===== src/rtl/core/cpq_pkg.sv =====
// Shared types and constants for the charger presence qualifier.
// Used by cpq_tick and charger_presence_qualifier; depends on nothing.
`timescale 1ns / 1ps
`default_nettype none

package cpq_pkg;

  localparam int unsigned THR_W = 10;
  localparam int unsigned CNT_W = 8;
  localparam int unsigned VOLT_W = 16;
  localparam int unsigned CFG_IDX_W = 3;
  localparam int unsigned CFG_DATA_W = THR_W;

  localparam logic [THR_W-1:0] CP_LOW_RST = THR_W'(100);
  localparam logic [THR_W-1:0] CB_LOW_RST = THR_W'(100);
  localparam logic [THR_W-1:0] CP_HIGH_RST = THR_W'(900);
  localparam logic [THR_W-1:0] CB_HIGH_RST = THR_W'(900);
  localparam logic [CNT_W-1:0] CHECK_PERIOD_RST = CNT_W'(10);
  localparam logic [CNT_W-1:0] ON_CONFIRM_RST = CNT_W'(5);
  localparam logic [CNT_W-1:0] OVER_CONFIRM_RST = CNT_W'(6);
  localparam logic [CNT_W-1:0] TRIGGER_DELAY_RST = CNT_W'(6);
  localparam logic [CNT_W-1:0] CNT_MAX = '1;

  typedef enum logic [CFG_IDX_W-1:0] {
    REG_CP_LOW        = 3'd0,
    REG_CB_LOW        = 3'd1,
    REG_CP_HIGH       = 3'd2,
    REG_CB_HIGH       = 3'd3,
    REG_CHECK_PERIOD  = 3'd4,
    REG_ON_CONFIRM    = 3'd5,
    REG_OVER_CONFIRM  = 3'd6,
    REG_TRIGGER_DELAY = 3'd7
  } cfg_idx_t;

  typedef struct packed {
    logic [THR_W-1:0] cp_low_threshold;
    logic [THR_W-1:0] cb_low_threshold;
    logic [THR_W-1:0] cp_high_threshold;
    logic [THR_W-1:0] cb_high_threshold;
    logic [CNT_W-1:0] check_period;
    logic [CNT_W-1:0] on_confirm;
    logic [CNT_W-1:0] over_confirm;
    logic [CNT_W-1:0] trigger_delay;
  } cfg_t;

  typedef struct packed {
    logic              charging_current;
    logic [THR_W-1:0]  sample_cp;
    logic [THR_W-1:0]  sample_cb;
    logic [VOLT_W-1:0] charger_voltage;
    logic [VOLT_W-1:0] battery_voltage;
    logic              trigger_edge;
    logic              discharge_stop;
    logic              clear_fault;
  } tick_in_t;

  typedef struct packed {
    logic [CNT_W-1:0] ticks_since_check;
    logic [CNT_W-1:0] on_count;
    logic [CNT_W-1:0] over_count;
    logic [CNT_W-1:0] trigger_ticks;
    logic             present_flag;
    logic             checking_flag;
    logic             fault_flag;
    logic             discharge_flag;
    logic             pending_flag;
    logic             armed_flag;
  } qual_state_t;

  typedef struct packed {
    logic charger_present;
    logic checking;
    logic overvoltage_fault;
    logic discharge_enable;
    logic trigger_pending;
    logic trigger_armed;
    logic comm_restart;
    logic led_normal;
  } tick_out_t;

endpackage

`default_nettype wire


===== src/rtl/core/cpq_tick.sv =====
// Next-state and result logic for one tick of the charger presence qualifier.
// Pure combinational; depends on cpq_pkg.
`timescale 1ns / 1ps
`default_nettype none

module cpq_tick
  import cpq_pkg::*;
(
  input  var cfg_t        cfg,
  input  var qual_state_t cur,
  input  var tick_in_t    tin,
  output qual_state_t     nxt,
  output tick_out_t       res
);

  logic [CNT_W:0] ticks_inc;
  logic           above_low;
  logic           above_high;
  logic           restart;
  logic           led;

  assign ticks_inc  = {1'b0, cur.ticks_since_check} + (CNT_W+1)'(1);
  assign above_low  = (tin.sample_cp > cfg.cp_low_threshold) ||
                      (tin.sample_cb > cfg.cb_low_threshold);
  assign above_high = (tin.sample_cp > cfg.cp_high_threshold) ||
                      (tin.sample_cb > cfg.cb_high_threshold);

  always_comb begin
    nxt     = cur;
    restart = 1'b0;
    led     = 1'b0;

    // tick-start requests
    if (tin.discharge_stop) nxt.discharge_flag = 1'b0;
    if (tin.clear_fault)    nxt.fault_flag     = 1'b0;
    if (tin.trigger_edge && cur.armed_flag) begin
      nxt.pending_flag  = 1'b1;
      nxt.armed_flag    = 1'b0;
      nxt.trigger_ticks = '0;
    end

    // presence check
    if (ticks_inc >= {1'b0, cfg.check_period}) begin
      nxt.ticks_since_check = '0;
      if (tin.charging_current) begin
        nxt.present_flag  = 1'b1;
        nxt.checking_flag = 1'b0;
      end else if (above_low) begin
        nxt.checking_flag = !cur.present_flag;
        if (cur.on_count != CNT_MAX) nxt.on_count = cur.on_count + CNT_W'(1);
        if (nxt.on_count > cfg.on_confirm) begin
          nxt.on_count = '0;
          if (!cur.present_flag) begin
            if (above_high) begin
              if (cur.over_count != CNT_MAX) nxt.over_count = cur.over_count + CNT_W'(1);
              if (nxt.over_count >= cfg.over_confirm) begin
                nxt.over_count    = '0;
                nxt.present_flag  = 1'b1;
                nxt.fault_flag    = 1'b1;
                nxt.checking_flag = 1'b0;
              end
            end else begin
              nxt.over_count     = '0;
              nxt.present_flag   = 1'b1;
              nxt.checking_flag  = 1'b0;
              nxt.discharge_flag = 1'b1;
              nxt.armed_flag     = 1'b0;
              restart            = 1'b1;
              led                = 1'b1;
            end
          end
        end
      end else begin
        nxt.checking_flag = 1'b0;
        nxt.on_count      = '0;
        nxt.over_count    = '0;
        if ((tin.sample_cp < cfg.cp_low_threshold) &&
            (tin.charger_voltage < tin.battery_voltage)) begin
          nxt.present_flag = 1'b0;
        end
      end
    end else begin
      nxt.ticks_since_check = ticks_inc[CNT_W-1:0];
    end

    // trigger delay
    if (nxt.pending_flag) begin
      if (nxt.trigger_ticks >= cfg.trigger_delay) begin
        nxt.trigger_ticks  = '0;
        nxt.pending_flag   = 1'b0;
        nxt.discharge_flag = 1'b1;
        restart            = 1'b1;
      end else begin
        nxt.trigger_ticks = nxt.trigger_ticks + CNT_W'(1);
      end
    end else begin
      nxt.trigger_ticks = '0;
    end

    // rearm when everything is idle
    if (!nxt.present_flag && !nxt.discharge_flag && !nxt.pending_flag) begin
      nxt.armed_flag = 1'b1;
    end

    res.charger_present   = nxt.present_flag;
    res.checking          = nxt.checking_flag;
    res.overvoltage_fault = nxt.fault_flag;
    res.discharge_enable  = nxt.discharge_flag;
    res.trigger_pending   = nxt.pending_flag;
    res.trigger_armed     = nxt.armed_flag;
    res.comm_restart      = restart;
    res.led_normal        = led;
  end

endmodule

`default_nettype wire


===== src/rtl/core/charger_presence_qualifier.sv =====
// Charger presence qualifier top level: channels, config registers, state.
// Depends on cpq_pkg and cpq_tick.
//
// Usage:
//   Each input item is one 10 ms tick carrying the charger-path samples,
//   the charger and battery voltages and the tick-start requests. Each
//   tick produces exactly one result item with the flags after that tick.
//   Both channels move an item on a rising edge with valid high and stall
//   low. Items enter an input register, are evaluated combinationally
//   against the state registers and land in the result register.
//   Throughput: 1 item per cycle while out_stall is low; a new item is
//   taken while the previous result waits, since the input and result
//   registers form two stages.
//   When the receiver stalls, the result holds; the input register then
//   fills and in_stall rises until the result is taken.
//   Reset (rst_n low, synchronous): configuration returns to its defaults,
//   counters clear, discharge enable is set, both stages empty.
//   Configuration writes (cfg_we, cfg_index, cfg_wdata) take effect on the
//   next edge; write only while no item is in flight.
`timescale 1ns / 1ps
`default_nettype none

module charger_presence_qualifier
  import cpq_pkg::*;
(
  input  wire                   clk,
  input  wire                   rst_n,
  // configuration
  input  wire                   cfg_we,
  input  wire [CFG_IDX_W-1:0]   cfg_index,
  input  wire [CFG_DATA_W-1:0]  cfg_wdata,
  // tick items in
  input  wire                   in_valid,
  output logic                  in_stall,
  input  wire                   in_charging_current,
  input  wire [THR_W-1:0]       in_sample_cp,
  input  wire [THR_W-1:0]       in_sample_cb,
  input  wire [VOLT_W-1:0]      in_charger_voltage,
  input  wire [VOLT_W-1:0]      in_battery_voltage,
  input  wire                   in_trigger_edge,
  input  wire                   in_discharge_stop,
  input  wire                   in_clear_fault,
  // result items out
  output logic                  out_valid,
  input  wire                   out_stall,
  output logic                  out_charger_present,
  output logic                  out_checking,
  output logic                  out_overvoltage_fault,
  output logic                  out_discharge_enable,
  output logic                  out_trigger_pending,
  output logic                  out_trigger_armed,
  output logic                  out_comm_restart,
  output logic                  out_led_normal
);

  // state after reset: everything clear except discharge enable
  localparam qual_state_t STATE_RST = '{discharge_flag: 1'b1, default: '0};

  cfg_t        cfg_r;
  qual_state_t state_r;
  qual_state_t state_nxt;
  tick_in_t    in_data_r;
  tick_in_t    in_data;
  logic        in_valid_r;
  tick_out_t   res_r;
  tick_out_t   res_nxt;
  logic        out_valid_r;

  logic out_free;   // result register can take a new item this cycle
  logic fire;       // evaluate the held tick item
  logic in_free;    // input register can take a new item this cycle

  assign out_free = !out_valid_r || !out_stall;
  assign fire     = in_valid_r && out_free;
  assign in_free  = !in_valid_r || fire;
  assign in_stall = !in_free;

  assign in_data = '{
    charging_current: in_charging_current,
    sample_cp:        in_sample_cp,
    sample_cb:        in_sample_cb,
    charger_voltage:  in_charger_voltage,
    battery_voltage:  in_battery_voltage,
    trigger_edge:     in_trigger_edge,
    discharge_stop:   in_discharge_stop,
    clear_fault:      in_clear_fault
  };

  // one tick of qualification logic
  cpq_tick u_tick (
    .cfg (cfg_r),
    .cur (state_r),
    .tin (in_data_r),
    .nxt (state_nxt),
    .res (res_nxt)
  );

  // configuration registers
  always_ff @(posedge clk) begin
    if (!rst_n) begin
      cfg_r.cp_low_threshold  <= CP_LOW_RST;
      cfg_r.cb_low_threshold  <= CB_LOW_RST;
      cfg_r.cp_high_threshold <= CP_HIGH_RST;
      cfg_r.cb_high_threshold <= CB_HIGH_RST;
      cfg_r.check_period      <= CHECK_PERIOD_RST;
      cfg_r.on_confirm        <= ON_CONFIRM_RST;
      cfg_r.over_confirm      <= OVER_CONFIRM_RST;
      cfg_r.trigger_delay     <= TRIGGER_DELAY_RST;
    end else if (cfg_we) begin
      unique case (cfg_idx_t'(cfg_index))
        REG_CP_LOW:        cfg_r.cp_low_threshold  <= cfg_wdata;
        REG_CB_LOW:        cfg_r.cb_low_threshold  <= cfg_wdata;
        REG_CP_HIGH:       cfg_r.cp_high_threshold <= cfg_wdata;
        REG_CB_HIGH:       cfg_r.cb_high_threshold <= cfg_wdata;
        REG_CHECK_PERIOD:  cfg_r.check_period      <= cfg_wdata[CNT_W-1:0];
        REG_ON_CONFIRM:    cfg_r.on_confirm        <= cfg_wdata[CNT_W-1:0];
        REG_OVER_CONFIRM:  cfg_r.over_confirm      <= cfg_wdata[CNT_W-1:0];
        REG_TRIGGER_DELAY: cfg_r.trigger_delay     <= cfg_wdata[CNT_W-1:0];
        default:           cfg_r                   <= cfg_r;
      endcase
    end
  end

  // qualifier state: advance only when a tick is evaluated
  always_ff @(posedge clk) begin
    if (!rst_n) begin
      state_r <= STATE_RST;
    end else if (fire) begin
      state_r <= state_nxt;
    end
  end

  // input stage: take a new item whenever the register is empty or draining
  always_ff @(posedge clk) begin
    if (!rst_n) begin
      in_valid_r <= 1'b0;
    end else if (in_free) begin
      in_valid_r <= in_valid;
    end
  end

  always_ff @(posedge clk) begin
    if (in_free && in_valid) begin
      in_data_r <= in_data;
    end
  end

  // result stage: hold while stalled
  always_ff @(posedge clk) begin
    if (!rst_n) begin
      out_valid_r <= 1'b0;
    end else if (out_free) begin
      out_valid_r <= in_valid_r;
    end
  end

  always_ff @(posedge clk) begin
    if (fire) begin
      res_r <= res_nxt;
    end
  end

  assign out_valid             = out_valid_r;
  assign out_charger_present   = res_r.charger_present;
  assign out_checking          = res_r.checking;
  assign out_overvoltage_fault = res_r.overvoltage_fault;
  assign out_discharge_enable  = res_r.discharge_enable;
  assign out_trigger_pending   = res_r.trigger_pending;
  assign out_trigger_armed     = res_r.trigger_armed;
  assign out_comm_restart      = res_r.comm_restart;
  assign out_led_normal        = res_r.led_normal;

endmodule

`default_nettype wire

===== config.mk =====
export PLATFORM = sky130hd
export DESIGN_NAME = charger_presence_qualifier
export DESIGN_NICKNAME = d
export VERILOG_FILES = /design/src/rtl/core/cpq_pkg.sv /design/src/rtl/core/cpq_tick.sv /design/src/rtl/core/charger_presence_qualifier.sv
export SDC_FILE = /design/constraint.sdc
export NUM_CORES = 1
export LEC_CHECK = 0
export ABC_AREA = 1
export ABC_CLOCK_PERIOD_IN_PS = 2960
export BUFFER_PORTS_ARGS = -buffer_cell sky130_fd_sc_hd__clkbuf_2
export CAP_MARGIN = 20
export CORE_MARGIN = 2
export CORE_UTILIZATION = 35
export DETAILED_ROUTE_END_ITERATION = 8
export PLACE_DENSITY = 0.56
export SYNTH_ARGS = -nofsm -noshare
export SYNTH_HDL_FRONTEND = slang
export SYNTH_HIERARCHICAL = 1
export SYNTH_SLANG_ARGS = --single-unit

===== constraint.sdc =====
create_clock -name clk -period 2.96 [get_ports clk]
set_input_delay 0.148 -clock clk [delete_from_list [all_inputs] [get_ports clk]]
set_output_delay 0.148 -clock clk [all_outputs]
set_load 0.02 [all_outputs]

== Yosys cells after proc, flatten, opt, wreduce, memory -nomap -nowiden ==
Index checks and enable logic that the tools add are counted.

* Input port bits: 74
* Logic and storage cells: 143
* Register bits: 176
* Output and inout bits: 10

* Add/subtract/negate cells: 4
* Order comparisons: 10
* Equal/unequal tests: 11
* Muxes and demuxes: 52
* Bitwise logic cells: 1
* Reductions and logical operators: 29

{| class="wikitable"
|+ Operators by type and width
! kind !! number
|-
| $mux 8 || 18
|-
| $gt 10x10->1 || 4
|-
| $mux 16 || 2
|-
| $add 8x1->8 const B || 3
|-
| $mux 1 || 20
|-
| $ge 8x8->1 || 2
|-
| $lt 16x16->1 || 1
|-
| $mux 2 || 8
|-
| $ne 8x8->1 const B || 2
|-
| $reduce_and 2->1 || 8
|-
| $eq 3x3->1 const B || 4
|-
| $mux 4 || 3
|-
| $lt 10x10->1 || 1
|-
| $add 8x1->9 const B || 1
|-
| $ge 9x8->1 || 1
|-
| $gt 8x8->1 || 1
|-
| $logic_not 1->1 || 8
|-
| $eq 3x2->1 const B || 2
|-
| $logic_and 1x1->1 || 6
|-
| $reduce_and 5->1 || 1
|-
| $logic_or 1x1->1 || 4
|-
| $ne 2x2->1 const B || 2
|-
| $eq 3x1->1 const B || 1
|-
| $logic_not 3->1 || 1
|-
| other kinds (3) || 3
|}

== Longest topological paths before layout ==
Gate-level depths: netlist (run 1).

* Depth after elaboration: 24
* Depth in mapped cells: 26
* Mapped depth without buffers: 26

== By module ==
Netlist (run 1), hierarchy kept.

{| class="wikitable"
|+ By module, submodules not included
! module !! seq. area each (µm²) !! times used !! cells an instance !! area an instance (µm²)
|-
| charger_presence_qualifier || 4164.0 || 1 || 639 || 6077.1
|-
| cpq_tick || 0.0 || 1 || 618 || 3567.2
|}

== Worst setup path before layout (run 1) ==
No wires, ideal clock.

* Kind: register to register
* Start point: register state_r[22] in the netlist's numbering
* End point: register res_r, in the netlist out_trigger_armed, data pin
* Slack: 0.120 ns
* Setup time: 0.251 ns
* Clock period less this slack: 2.840 ns
* Stages on the path, launching flop included: 24
* Required time: 2.709 ns
* Path buffers: 1
* Arrival time: 2.588 ns
* Cell sequence: dfxtp_1 > ha_1 > nand4_1 > nor2_1 > inv_1 > nor2_4 > inv_1 > nand2_1 > o21ai_0 > ha_1 > inv_1 > o21bai_1 > nand2_1 > nand2_1 > nand2_1 > nand2_1 > nand3_1 > nor2_1 > nand3_4 > nand3_4 > nor2_2 > nand2_1 > nand2_1 > buf_4

{| class="wikitable"
|+ RTL lines
! element !! line !! source
|-
| from (decl) || charger_presence_qualifier.sv:60 || <nowiki>qual_state_t state_r;</nowiki>
|-
| from (signal assigned) || charger_presence_qualifier.sv:129 || <nowiki>state_r <= state_nxt;</nowiki>
|-
| to (signal assigned) || charger_presence_qualifier.sv:159 || <nowiki>res_r <= res_nxt;</nowiki>
|-
| to (decl) || charger_presence_qualifier.sv:65 || <nowiki>tick_out_t res_r;</nowiki>
|}

== Worst setup path in the final report (run 1) ==
* Start point: register state_r[15] in the netlist's numbering
* End point: register state_r[21] in the netlist's numbering

* Cells in the longest elaborated chain, start to end: 14
* Elaborated cells between the ends (all ways): 15
* Those cells by class: add/sub (1); order compare (1); eq/ne (1); mux (12)

{| class="wikitable"
|+ Ends and longest elaborated chain
! element !! line !! source
|-
| $add 8x1->8 or $ne 8x8->1 (tied branches) || cpq_tick.sv:55 || <nowiki>if (cur.over_count != CNT_MAX) nxt.over_count = cur.over_count + CNT_W'(1);</nowiki>
|-
| $mux 8 (*) || cpq_tick.sv:55 ||
|-
| $mux 8 (*) || cpq_tick.sv:54 || <nowiki>if (above_high) begin</nowiki>
|-
| $mux 8 (*) || cpq_tick.sv:53 || <nowiki>if (!cur.present_flag) begin</nowiki>
|-
| $mux 8 (*) || cpq_tick.sv:51 || <nowiki>if (nxt.on_count > cfg.on_confirm) begin</nowiki>
|-
| $mux 8 (*) || cpq_tick.sv:48 || <nowiki>end else if (above_low) begin</nowiki>
|-
| $mux 8 (*) || cpq_tick.sv:45 || <nowiki>if (tin.charging_current) begin</nowiki>
|-
| $mux 8 (*) || cpq_tick.sv:43 || <nowiki>if (ticks_inc >= {1'b0, cfg.check_period}) begin</nowiki>
|-
| $ge 8x8->1 || cpq_tick.sv:56 || <nowiki>if (nxt.over_count >= cfg.over_confirm) begin</nowiki>
|-
| $mux 8 (*) || cpq_tick.sv:56 ||
|-
| $mux 8 (*) || cpq_tick.sv:54 ||
|-
| $mux 8 (*) || cpq_tick.sv:53 ||
|-
| $mux 16 (*) || cpq_tick.sv:51 ||
|-
| $mux 16 (*) || cpq_tick.sv:48 ||
|}

Every way passes the cells marked *; elsewhere a longest branch is shown, timed or not. The select of a mux whose other input is x is not followed.
A chain may end at the register's enable or synchronous reset.

==> results of run 1 <==
flip-flops by register name, summed over array words and instances, names as in the netlist:
register,count
out_overvoltage_fault,1
out_valid,1
cfg_r,72
out_trigger_armed,1
state_r,38
out_checking,1
out_discharge_enable,1
out_led_normal,1
in_data_r,56
out_trigger_pending,1
out_comm_restart,1
out_charger_present,1
in_valid_r,1
worst max-delay path by stage:
stage                              endpoint  slack, ns  cells past startpoint
after detailed placement        state_r[16]      -0.06                     18
after CTS                       state_r[15]      0.007                     21
after global routing            state_r[20]      -0.19                     20
after global placement           state_r[5]       0.04                     23
after floorplan           out_trigger_armed       0.12                     23
final                           state_r[21]       0.06                     21
worst max-delay path, stage by stage, from the launching register on:
cell                      delay [ns]
sky130_fd_sc_hd__dfxtp_4        0.37
sky130_fd_sc_hd__ha_4           0.17
sky130_fd_sc_hd__inv_4          0.04
sky130_fd_sc_hd__nor4_4         0.32
sky130_fd_sc_hd__nand3_4        0.21
sky130_fd_sc_hd__nand2_4        0.13
sky130_fd_sc_hd__nor2_4         0.04
sky130_fd_sc_hd__nand3_1        0.08
sky130_fd_sc_hd__nand2_2        0.07
sky130_fd_sc_hd__ha_4           0.26
sky130_fd_sc_hd__nand2_2        0.05
sky130_fd_sc_hd__nor2_2         0.10
sky130_fd_sc_hd__nand4_1        0.13
sky130_fd_sc_hd__nand3_2        0.09
sky130_fd_sc_hd__nor2_1         0.05
sky130_fd_sc_hd__nand2_1        0.09
sky130_fd_sc_hd__nor2_1         0.05
sky130_fd_sc_hd__buf_4          0.16
sky130_fd_sc_hd__nand3_1        0.08
sky130_fd_sc_hd__o21ai_0        0.07
sky130_fd_sc_hd__o21ai_0        0.17
sky130_fd_sc_hd__nor2_1         0.05
metal layers:
| metal | global-route usage (%) | share of wire, % | up-vias | wire [µm] |
|---|---|---|---|---|
| li1 | - | - | 4322 | - |
| met1 | 21.0 | 48 | 3737 | 11000 |
| met2 | 27.5 | 47 | 129 | 10800 |
| met3 | 2.72 | 2.7 | 24 | 625 |
| met4 | 5.13 | 1.5 | 0 | 349 |
| met5 | 0 | 0 | - | 0 |
cells in the final DEF, fill, tap and decap left out, types with 4 or more instances in the layout:
cell type,count
sky130_fd_sc_hd__nand2_1,241
sky130_fd_sc_hd__nor2_1,230
sky130_fd_sc_hd__inv_1,188
sky130_fd_sc_hd__dfxtp_1,105
sky130_fd_sc_hd__nand3_1,96
sky130_fd_sc_hd__ha_1,87
sky130_fd_sc_hd__clkbuf_2,82
sky130_fd_sc_hd__dlygate4sd3_1,65
sky130_fd_sc_hd__edfxtp_1,64
sky130_fd_sc_hd__o21ai_0,45
sky130_fd_sc_hd__a21oi_1,31
sky130_fd_sc_hd__buf_4,30
sky130_fd_sc_hd__clkbuf_16,17
sky130_fd_sc_hd__o21ai_1,13
sky130_fd_sc_hd__nand4_1,13
sky130_fd_sc_hd__nor2_2,12
sky130_fd_sc_hd__xor2_1,12
sky130_fd_sc_hd__nand2_2,8
sky130_fd_sc_hd__dfxtp_2,5
sky130_fd_sc_hd__nor3_1,5
sky130_fd_sc_hd__o22ai_1,5
sky130_fd_sc_hd__nand3b_1,4
sky130_fd_sc_hd__inv_6,4
sky130_fd_sc_hd__nor2_4,4
sky130_fd_sc_hd__a21oi_2,4
sky130_fd_sc_hd__nor4_1,4
sky130_fd_sc_hd__o21a_1,4
per-stage QoR:
step / setup WS [ns] / hold WS, ns / TNS (ns)
6_report: 0.0633 / 0.0583 / 0
5_1_grt: -0.193 / 0.0593 / -1.72
4_1_cts: 0.00677 / 0.0356 / 0
3_5_place_dp: -0.0633 / 0.327 / -0.303
3_3_place_gp: 0.0409 / 0.324 / 0
2_1_floorplan: 0.120 / 0.247 / 0
power by group:
| part | total (W) | switching [W] | internal [W] |
|---|---|---|---|
| clock | 0.00226 | 0.00101 | 0.00126 |
| sequential | 0.00271 | 0.0000699 | 0.00264 |
| combinational | 0.000996 | 0.000587 | 0.000408 |
| total | 0.00597 | 0.00166 | 0.00431 |
cell type report:
type,count,area (µm²),share of cell area (%)
Clock buffer,18,429,3.60
Sequential cell,176,4180,35.0
Timing Repair Buffer,180,1320,11.1
Multi-Input combinational cell,849,4700,39.4
Clock inverter,14,154,1.29
Tap cell,341,427,3.58
Inverter,192,723,6.06
cell families (layout without fill, tap and decap cells):
logic type               Yosys count  count (layout)  share of synthesized area (%)
buffers and inverters            232             404                           9.73
AND/OR/NAND/NOR                  629             629                           27.5
flip-flops                       176             176                           43.2
adder cells (fa/ha/maj)           91              91                           11.8
XOR/XNOR                          14              14                           1.27
AO/OA/AOI/OAI                    115             115                           6.51
what timing repair did:
action | CTS | global route
resized for setup | 2 | 57
hold endpoints to repair | 70 | 0
hold buffers | 65 | 0
endpoints found under the setup margin | 10 | 20
setup buffers | 0 | 9
pin swaps | 2 | 32
==> impl_results.html, run 1 <==
<table>
<tr><th>Metric</th><th>Value</th></tr>
<tr><th colspan="2">Worst setup path</th></tr>
<tr><td>Worst Setup End Kind</td><td>flip-flop</td></tr>
<tr><td>FF-to-FF setup slack</td><td>approximately 0.063 ns</td></tr>
<tr><td>Startpoint of the most critical setup path</td><td>state_r[15]</td></tr>
<tr><td>WP data arrival</td><td>3.22 ns</td></tr>
<tr><td>Startpoint type of the worst setup path</td><td>flip-flop</td></tr>
<tr><td>Capture point of the worst reg-to-reg path</td><td>state_r[21]</td></tr>
<tr><td>Reg-to-reg startpoint</td><td>state_r[15]</td></tr>
<tr><td>Critical path peak fanout</td><td>8</td></tr>
<tr><td>Number of cell instances on the worst register-to-register path</td><td>21</td></tr>
<tr><td>Kind of critical path</td><td>flip-flop to flip-flop</td></tr>
<tr><td>Required time of the worst setup path</td><td>3.28 ns</td></tr>
<tr><th colspan="2">Synth</th></tr>
<tr><td>Cell Area, Synth</td><td>around 9600 µm²</td></tr>
<tr><td>Mean post-synth cell area</td><td>~7.7 µm²</td></tr>
<tr><td>Primary FF master, synth</td><td>sky130_fd_sc_hd__dfxtp_1</td></tr>
<tr><td>Commonest cells post-synth</td><td>248 x sky130_fd_sc_hd__nand2_1, 235 x sky130_fd_sc_hd__nor2_1, 190 x sky130_fd_sc_hd__inv_1</td></tr>
<tr><td>Number of enable flip-flop cells after synthesis</td><td>64</td></tr>
<tr><td>Yosys top cell by area</td><td>sky130_fd_sc_hd__dfxtp_1</td></tr>
<tr><td>Count of yosys warnings during synthesis</td><td>6</td></tr>
<tr><td>Number of nets produced by synthesis</td><td>1422</td></tr>
<tr><td>Fraction of the yosys area taken by sequential cells</td><td>43.2%</td></tr>
<tr><td>Post-Synthesis Cells</td><td>1257</td></tr>
<tr><td>Post-synth top area share</td><td>a little under a quarter</td></tr>
<tr><td>Leading post-synthesis cells by cell area</td><td>sky130_fd_sc_hd__dfxtp_1 23%, sky130_fd_sc_hd__edfxtp_1 20%, sky130_fd_sc_hd__ha_1 12%</td></tr>
<tr><td>Library cell with the highest instance count after synthesis</td><td>sky130_fd_sc_hd__nand2_1</td></tr>
<tr><td>Post-synthesis async set-or-reset flop share</td><td>0%</td></tr>
<tr><td>Distinct cell type count after synthesis</td><td>40</td></tr>
<tr><td>Synthesized flop and latch total</td><td>176</td></tr>
<tr><th colspan="2">Run</th></tr>
<tr><td>Max_cap viols</td><td>0</td></tr>
<tr><th colspan="2">Die</th></tr>
<tr><td>Die outline area</td><td>~29000 µm²</td></tr>
<tr><td>Total number of placement rows</td><td>60</td></tr>
<tr><td>Number of top-level design ports</td><td>84</td></tr>
<tr><td>Floorplan die width</td><td>about 170 µm</td></tr>
<tr><td>Die span in y</td><td>170 µm</td></tr>
<tr><td>Effective utilization at floorplan</td><td>35.7%</td></tr>
<tr><td>Total core area</td><td>approximately 27000 µm²</td></tr>
<tr><th colspan="2">Clock tree</th></tr>
<tr><td>Clock latency of the later-clocked register in the worst-skew pair</td><td>0.43 ns</td></tr>
<tr><td>Post-CTS clock slew at the launch and capture registers of the worst setup and hold paths</td><td>roughly 0.07 ns</td></tr>
<tr><td>Cell at the root of the clock tree</td><td>sky130_fd_sc_hd__clkbuf_16</td></tr>
<tr><td>CTS tree</td><td>yes</td></tr>
<tr><td>Number of sinks driven by the clock tree</td><td>between 150 and 200</td></tr>
<tr><td>Maximum buffer depth of the clock tree</td><td>2</td></tr>
<tr><td>CTS H-tree lvls</td><td>4</td></tr>
<tr><td>Num CTS Buffers</td><td>17</td></tr>
<tr><th colspan="2">Run status</th></tr>
<tr><td>Outcome</td><td>complete, no violations</td></tr>
<tr><th colspan="2">Power and ir drop</th></tr>
<tr><td>Total power per unit cell area</td><td>500 nW/µm²</td></tr>
<tr><td>Leakage power figure</td><td>5.66 nW</td></tr>
<tr><td>Pwr Total</td><td>0.00597 W</td></tr>
<tr><td>Worst voltage drop across the vdd grid</td><td>265 µV</td></tr>
<tr><th colspan="2">Placement</th></tr>
<tr><td>Estimated wirelength of the detail-placed design</td><td>~16000 µm</td></tr>
<tr><td>Cell count after placement</td><td>1664</td></tr>
<tr><td>Count of port buffers added during placement</td><td>83</td></tr>
<tr><td>Placed Area</td><td>between 10000 and 15000 µm²</td></tr>
<tr><td>Global placement routability congestion</td><td>0.818</td></tr>
<tr><th colspan="2">Global route</th></tr>
<tr><td>Pin count of the biggest net entering global routing</td><td>47</td></tr>
<tr><td>Via count of the first global-routing pass</td><td>7615</td></tr>
<tr><td>Number of antenna violations at the first check in global routing</td><td>0</td></tr>
<tr><td>Wire length of the first global-routing pass</td><td>roughly 37000 µm</td></tr>
<tr><td>Remaining Overflow, GRT</td><td>0</td></tr>
<tr><td>Total routing usage reported by global routing</td><td>approximately 16%</td></tr>
<tr><th colspan="2">Timing</th></tr>
<tr><td>Final critical-path required period</td><td>2.90 ns</td></tr>
<tr><td>Post-Route Skew</td><td>0.00832 ns</td></tr>
<tr><td>Worst slew pin tran</td><td>0.775 ns</td></tr>
<tr><td>Share of the clock period used by the worst path</td><td>a little over nine tenths</td></tr>
<tr><td>Number of hold violations in the final report</td><td>0</td></tr>
<tr><td>Top achievable clock speed</td><td>345 MHz</td></tr>
<tr><td>Tightest slew margin relative to the limit</td><td>48.3%</td></tr>
<tr><td>Setup repair after global routing missed its margin</td><td>yes</td></tr>
<tr><td>Total setup violations reported at the end of the flow</td><td>0</td></tr>
<tr><td>Number of pins with negative max-slew slack in the final report</td><td>0</td></tr>
<tr><th colspan="2">Drt</th></tr>
<tr><td>Detail-routed via count per cell</td><td>4.64</td></tr>
<tr><td>Number of vias in the routed layout</td><td>8212</td></tr>
<tr><td>DRT Pass-1 Iters</td><td>4</td></tr>
<tr><td>Number of nets with antenna violations after detailed routing</td><td>0</td></tr>
<tr><td>Routed wire length per instance</td><td>approximately 13 µm</td></tr>
<tr><td>Starting DRC count in detailed routing</td><td>around 450</td></tr>
<tr><td>Drt drc</td><td>0</td></tr>
<tr><td>Drt total wl</td><td>around 23000 µm</td></tr>
<tr><th colspan="2">Cells and area</th></tr>
<tr><td>Utilization after layout</td><td>44.2%</td></tr>
<tr><td>Final instance area</td><td>11900 µm²</td></tr>
<tr><td>Finished Layout Cells</td><td>1770</td></tr>
<tr><td>Filler cells</td><td>2734</td></tr>
<tr><td>Area growth from synthesis to final layout</td><td>23.7%</td></tr>
<tr><td>Share of final-layout standard cells stronger than drive strength 1</td><td>14.4%</td></tr>
<tr><td>Net count reported at finish</td><td>1581</td></tr>
<tr><td>Final antenna diode count</td><td>0</td></tr>
<tr><th colspan="2">Worst hold path</th></tr>
<tr><td>Number of instances on the worst hold path</td><td>3</td></tr>
<tr><td>Launch point of the worst hold path</td><td>cfg_wdata[1]</td></tr>
<tr><td>Class of the worst hold path</td><td>primary input to flip-flop</td></tr>
<tr><td>Hold endpoint</td><td>cfg_r[25]</td></tr>
</table>
Power figures use the tool's default switching activity.
==> run 2, diff against run 1 <==
--- a/config.mk
+++ b/config.mk
@@ -7,5 +7,5 @@
 export LEC_CHECK = 0
 export ABC_AREA = 1
-export ABC_CLOCK_PERIOD_IN_PS = 2960
+export ABC_CLOCK_PERIOD_IN_PS = 3100
 export BUFFER_PORTS_ARGS = -buffer_cell sky130_fd_sc_hd__clkbuf_2
 export CAP_MARGIN = 20
@@ -13,5 +13,5 @@
 export CORE_UTILIZATION = 35
 export DETAILED_ROUTE_END_ITERATION = 8
-export PLACE_DENSITY = 0.56
+export PLACE_DENSITY = 0.55
 export SYNTH_ARGS = -nofsm -noshare
 export SYNTH_HDL_FRONTEND = slang
==> constraint.sdc (replaced) <==
create_clock -name clk -period 3.1 [get_ports clk]
set_input_delay 0.31 -clock clk [delete_from_list [all_inputs] [get_ports clk]]
set_output_delay 0.31 -clock clk [all_outputs]
set_load 0.02 [all_outputs]
==> run 2 against run 1 <==
  * Flip-flop and latch count is the same
  * Non-clock buffer count shrank 73
  * Largest cell class unchanged
  * Critical path type unchanged
  * Clock power down 12%
  * Hold slack lost 0.0091 ns
  * Register-to-register slack improved by 0.15 ns
  * Clock skew about the same
  * Final cell count fell by 4.1%
  * Maximum frequency rose by 0.23%
  * Design area down 6.6%
  * First-iteration DRC count is 23% lower
  * Routed wire length shrank 3.7%
==> impl_results.html, run 2 (synthesis results as in run 1) <==
<table>
<tr><th>Metric</th><th>Value</th></tr>
<tr><th colspan="2">Run status</th></tr>
<tr><td>Outcome</td><td>complete, no violations</td></tr>
<tr><th colspan="2">Worst setup path</th></tr>
<tr><td>Series of cell instances along the critical path</td><td>ha_4 &gt; nand4_1 &gt; nor2_1 &gt; inv_2 &gt; nor2_4 &gt; inv_2 &gt; nand2_2 &gt; o21ai_2 &gt; ha_1 &gt; inv_1 &gt; o21bai_1 &gt; nand2_1 &gt; nand2_1 &gt; nand2_1 &gt; nand2_2 &gt; nand3_4 &gt; nor2_4 &gt; nand3_4 &gt; nand3_4 &gt; nor2_2 &gt; nand2_1 &gt; nand2_2 &gt; o21ai_2 &gt; nor2_1</td></tr>
<tr><td>Worst Setup End Kind</td><td>flip-flop</td></tr>
<tr><td>Startpoint type of the worst setup path</td><td>flip-flop</td></tr>
<tr><td>Most Frequent Cell on Critical Path</td><td>sky130_fd_sc_hd__nand2_1</td></tr>
<tr><td>Largest stage delay, worst path</td><td>0.36 ns (about the same)</td></tr>
<tr><td>Slowest stage cell, crit path</td><td>sky130_fd_sc_hd__dfxtp_2</td></tr>
<tr><td>WP data arrival</td><td>3.22 ns (about the same)</td></tr>
<tr><td>Crit path buf inv count</td><td>3 (+1)</td></tr>
<tr><td>Kind of critical path</td><td>flip-flop to flip-flop</td></tr>
<tr><td>Required time of the worst setup path</td><td>3.43 ns (+0.15 ns)</td></tr>
<tr><td>Critical path peak fanout</td><td>6 (-2)</td></tr>
<tr><td>Category of cells accounting for the largest share of critical-path delay</td><td>simple AND/OR/NAND/NOR gates</td></tr>
<tr><th colspan="2">Timing</th></tr>
<tr><td>Number of hold violations in the final report</td><td>0 (unchanged)</td></tr>
<tr><td>Least setup slack across all paths after layout</td><td>0.210 ns (+0.147 ns)</td></tr>
<tr><td>Setup repair after global routing missed its margin</td><td>yes</td></tr>
<tr><td>Worst slew pin tran</td><td>0.739 ns (-0.0356 ns)</td></tr>
<tr><td>Number of pins with negative max-slew slack in the final report</td><td>0 (unchanged)</td></tr>
<tr><td>Top achievable clock speed</td><td>346 MHz (+0.23%)</td></tr>
<tr><td>Total setup violations reported at the end of the flow</td><td>0 (unchanged)</td></tr>
<tr><td>Tightest slew margin relative to the limit</td><td>50.7% (+2.4 points)</td></tr>
<tr><td>Final critical-path required period</td><td>2.89 ns (-0.00666 ns)</td></tr>
<tr><td>Share of the clock period used by the worst path</td><td>93.2% (-4.6 points)</td></tr>
<tr><td>Post-Route Skew</td><td>0.00809 ns (-0.000230 ns)</td></tr>
<tr><th colspan="2">Drt</th></tr>
<tr><td>Number of vias in the routed layout</td><td>7884 (-4.0%)</td></tr>
<tr><td>DRT Pass-1 Iters</td><td>5 (+1)</td></tr>
<tr><td>Number of nets with antenna violations after detailed routing</td><td>0 (unchanged)</td></tr>
<tr><td>Drt total wl</td><td>21900 µm (-3.7%)</td></tr>
<tr><td>Starting DRC count in detailed routing</td><td>345 (-23%)</td></tr>
<tr><td>Detail-routed via count per cell</td><td>4.65 (+0.14%)</td></tr>
<tr><td>Routed wire length per instance</td><td>12.9 µm (+0.45%)</td></tr>
<tr><td>Drt drc</td><td>0 (unchanged)</td></tr>
<tr><th colspan="2">Die</th></tr>
<tr><td>Total number of placement rows</td><td>60 (unchanged)</td></tr>
<tr><td>Effective utilization at floorplan</td><td>35.7% (unchanged)</td></tr>
<tr><td>Die outline area</td><td>28900 µm² (unchanged)</td></tr>
<tr><td>Total core area</td><td>27000 µm² (unchanged)</td></tr>
<tr><td>Floorplan die width</td><td>170 µm (unchanged)</td></tr>
<tr><td>Die span in y</td><td>170 µm (unchanged)</td></tr>
<tr><td>Number of top-level design ports</td><td>84 (unchanged)</td></tr>
<tr><th colspan="2">Global route</th></tr>
<tr><td>Via count of the first global-routing pass</td><td>7404 (-2.8%)</td></tr>
<tr><td>Pin count of the biggest net entering global routing</td><td>71 (+51%)</td></tr>
<tr><td>Remaining Overflow, GRT</td><td>0 (unchanged)</td></tr>
<tr><td>Wire length of the first global-routing pass</td><td>36100 µm (-3.0%)</td></tr>
<tr><td>Number of antenna violations at the first check in global routing</td><td>0 (unchanged)</td></tr>
<tr><td>Total routing usage reported by global routing</td><td>15.6% (-0.63 points)</td></tr>
<tr><th colspan="2">Clock tree</th></tr>
<tr><td>Post-CTS clock slew at the launch and capture registers of the worst setup and hold paths</td><td>0.07 ns (about the same)</td></tr>
<tr><td>Num CTS Buffers</td><td>17 (unchanged)</td></tr>
<tr><td>Hold buffers post-CTS</td><td>0 (-100%)</td></tr>
<tr><td>Cell at the root of the clock tree</td><td>sky130_fd_sc_hd__clkbuf_16</td></tr>
<tr><td>Number of sinks driven by the clock tree</td><td>176 (unchanged)</td></tr>
<tr><td>CTS tree</td><td>yes</td></tr>
<tr><td>Clock latency of the later-clocked register in the worst-skew pair</td><td>0.43 ns (about the same)</td></tr>
<tr><td>Maximum buffer depth of the clock tree</td><td>2 (unchanged)</td></tr>
<tr><td>CTS H-tree lvls</td><td>4 (unchanged)</td></tr>
<tr><th colspan="2">Power and ir drop</th></tr>
<tr><td>Pwr Total</td><td>0.00547 W (-8.5%)</td></tr>
<tr><td>Total power per unit cell area</td><td>490 nW/µm² (-2.0%)</td></tr>
<tr><td>Worst voltage drop across the vdd grid</td><td>331 µV (+25%)</td></tr>
<tr><td>Leakage power figure</td><td>5.34 nW (-5.7%)</td></tr>
<tr><th colspan="2">Cells and area</th></tr>
<tr><td>Max reg flops</td><td>72 (unchanged)</td></tr>
<tr><td>Leading cell type in the layout, fill and taps excluded</td><td>sky130_fd_sc_hd__nand2_1</td></tr>
<tr><td>Share of final-layout standard cells stronger than drive strength 1</td><td>14.2% (-0.18 points)</td></tr>
<tr><td>Area growth from synthesis to final layout</td><td>15.6%</td></tr>
<tr><td>Register with the most flip-flops</td><td>cfg_r</td></tr>
<tr><td>Utilization after layout</td><td>41.3% (-2.9 points)</td></tr>
<tr><td>Filler cells</td><td>2825 (+3.3%)</td></tr>
<tr><td>Commonest non-fill, non-tap cells in the layout</td><td>241 x sky130_fd_sc_hd__nand2_1, 230 x sky130_fd_sc_hd__nor2_1, 187 x sky130_fd_sc_hd__inv_1</td></tr>
<tr><td>Net count reported at finish</td><td>1508 (-4.6%)</td></tr>
<tr><td>Final antenna diode count</td><td>0 (unchanged)</td></tr>
<tr><td>Largest registers</td><td>cfg_r: 72 flops, in_data_r: 56 flops, state_r: 38 flops</td></tr>
<tr><th colspan="2">Run</th></tr>
<tr><td>Max_cap viols</td><td>0 (unchanged)</td></tr>
<tr><th colspan="2">Placement</th></tr>
<tr><td>Estimated wirelength of the detail-placed design</td><td>16100 µm (-1.1%)</td></tr>
<tr><td>Global placement routability congestion</td><td>0.788 (-3.7%)</td></tr>
<tr><td>Worst setup slack after placement</td><td>-0.0640 ns (-0.000686 ns)</td></tr>
<tr><td>Count of port buffers added during placement</td><td>83 (unchanged)</td></tr>
<tr><th colspan="2">Worst hold path</th></tr>
<tr><td>Class of the worst hold path</td><td>primary input to flip-flop</td></tr>
</table>
## run 2: cell types whose count changed in the layout (fill, tap and decap cells not counted), moves of 3 or more
cell / previous run / this run
sky130_fd_sc_hd__o21ai_0: 45 / 54
sky130_fd_sc_hd__o21ai_1: 13 / 2
sky130_fd_sc_hd__dlygate4sd3_1: 65 / 0
sky130_fd_sc_hd__nand3_2: 3 / 0
sky130_fd_sc_hd__buf_4: 30 / 22
## run 2: power by group
part           leakage (nW)  total, W  internal, W  switching, W
Combinational          3.54  0.000877     0.000328      0.000548
Sequential             1.54   0.00259      0.00252     0.0000673
Clock                 0.255   0.00200      0.00104      0.000956
Total                  5.34   0.00547      0.00390       0.00157
## run 2: path summary, 6_finish.rpt
kind | slack, ns | endpoint | start | cells past startpoint
hold reg to reg | 0.46 | cfg_r[18] | cfg_r[18] | 2
hold / removal | 0.05 | in_data_r[8] | in_battery_voltage[5] | 1
setup / recovery | 0.21 | state_r[0] | state_r[23] | 24
setup reg to reg | 0.21 | state_r[0] | state_r[23] | 24
## run 2: area by class of cell
class                           instances  area (µm²)  area share, %
Multi-Input combinational cell        849        4660           41.8
Sequential cell                       176        4180           37.5
Inverter                              192         721           6.46
Timing Repair Buffer                  107         627           5.62
Clock buffer                           19         433           3.88
Tap cell                              341         427           3.83
Clock inverter                         13         104          0.931
## run 2: layer usage
layer / GRT usage [%] / part of all wire (%) / up-vias
met4: 4.46 / 1.3 / 0
met5: 0 / 0 / -
met1: 20.2 / 49 / 3571
met2: 26.7 / 47 / 104
met3: 2.56 / 3.0 / 21
li1: - / - / 4188
## run 2: stage by stage
stage / TNS, ns / instances / hold WS (ns) / area, µm²
after floorplan: 0 / 1257 / 0.409 / 9640
after global placement: 0 / 1655 / 0.440 / 10400
after detailed placement: -0.0640 / 1655 / 0.448 / 10400
after CTS: 0 / 1687 / 0.0328 / 10900
after global routing: -0.286 / 1697 / 0.0323 / 11200
final: 0 / 1697 / 0.0492 / 11200
## run 2: timing repair
action / in CTS / in global routing
setup buffers: 0 / 10
resized for setup: 2 / 43
endpoints found under the setup margin: 1 / 21
pin swaps: 1 / 19
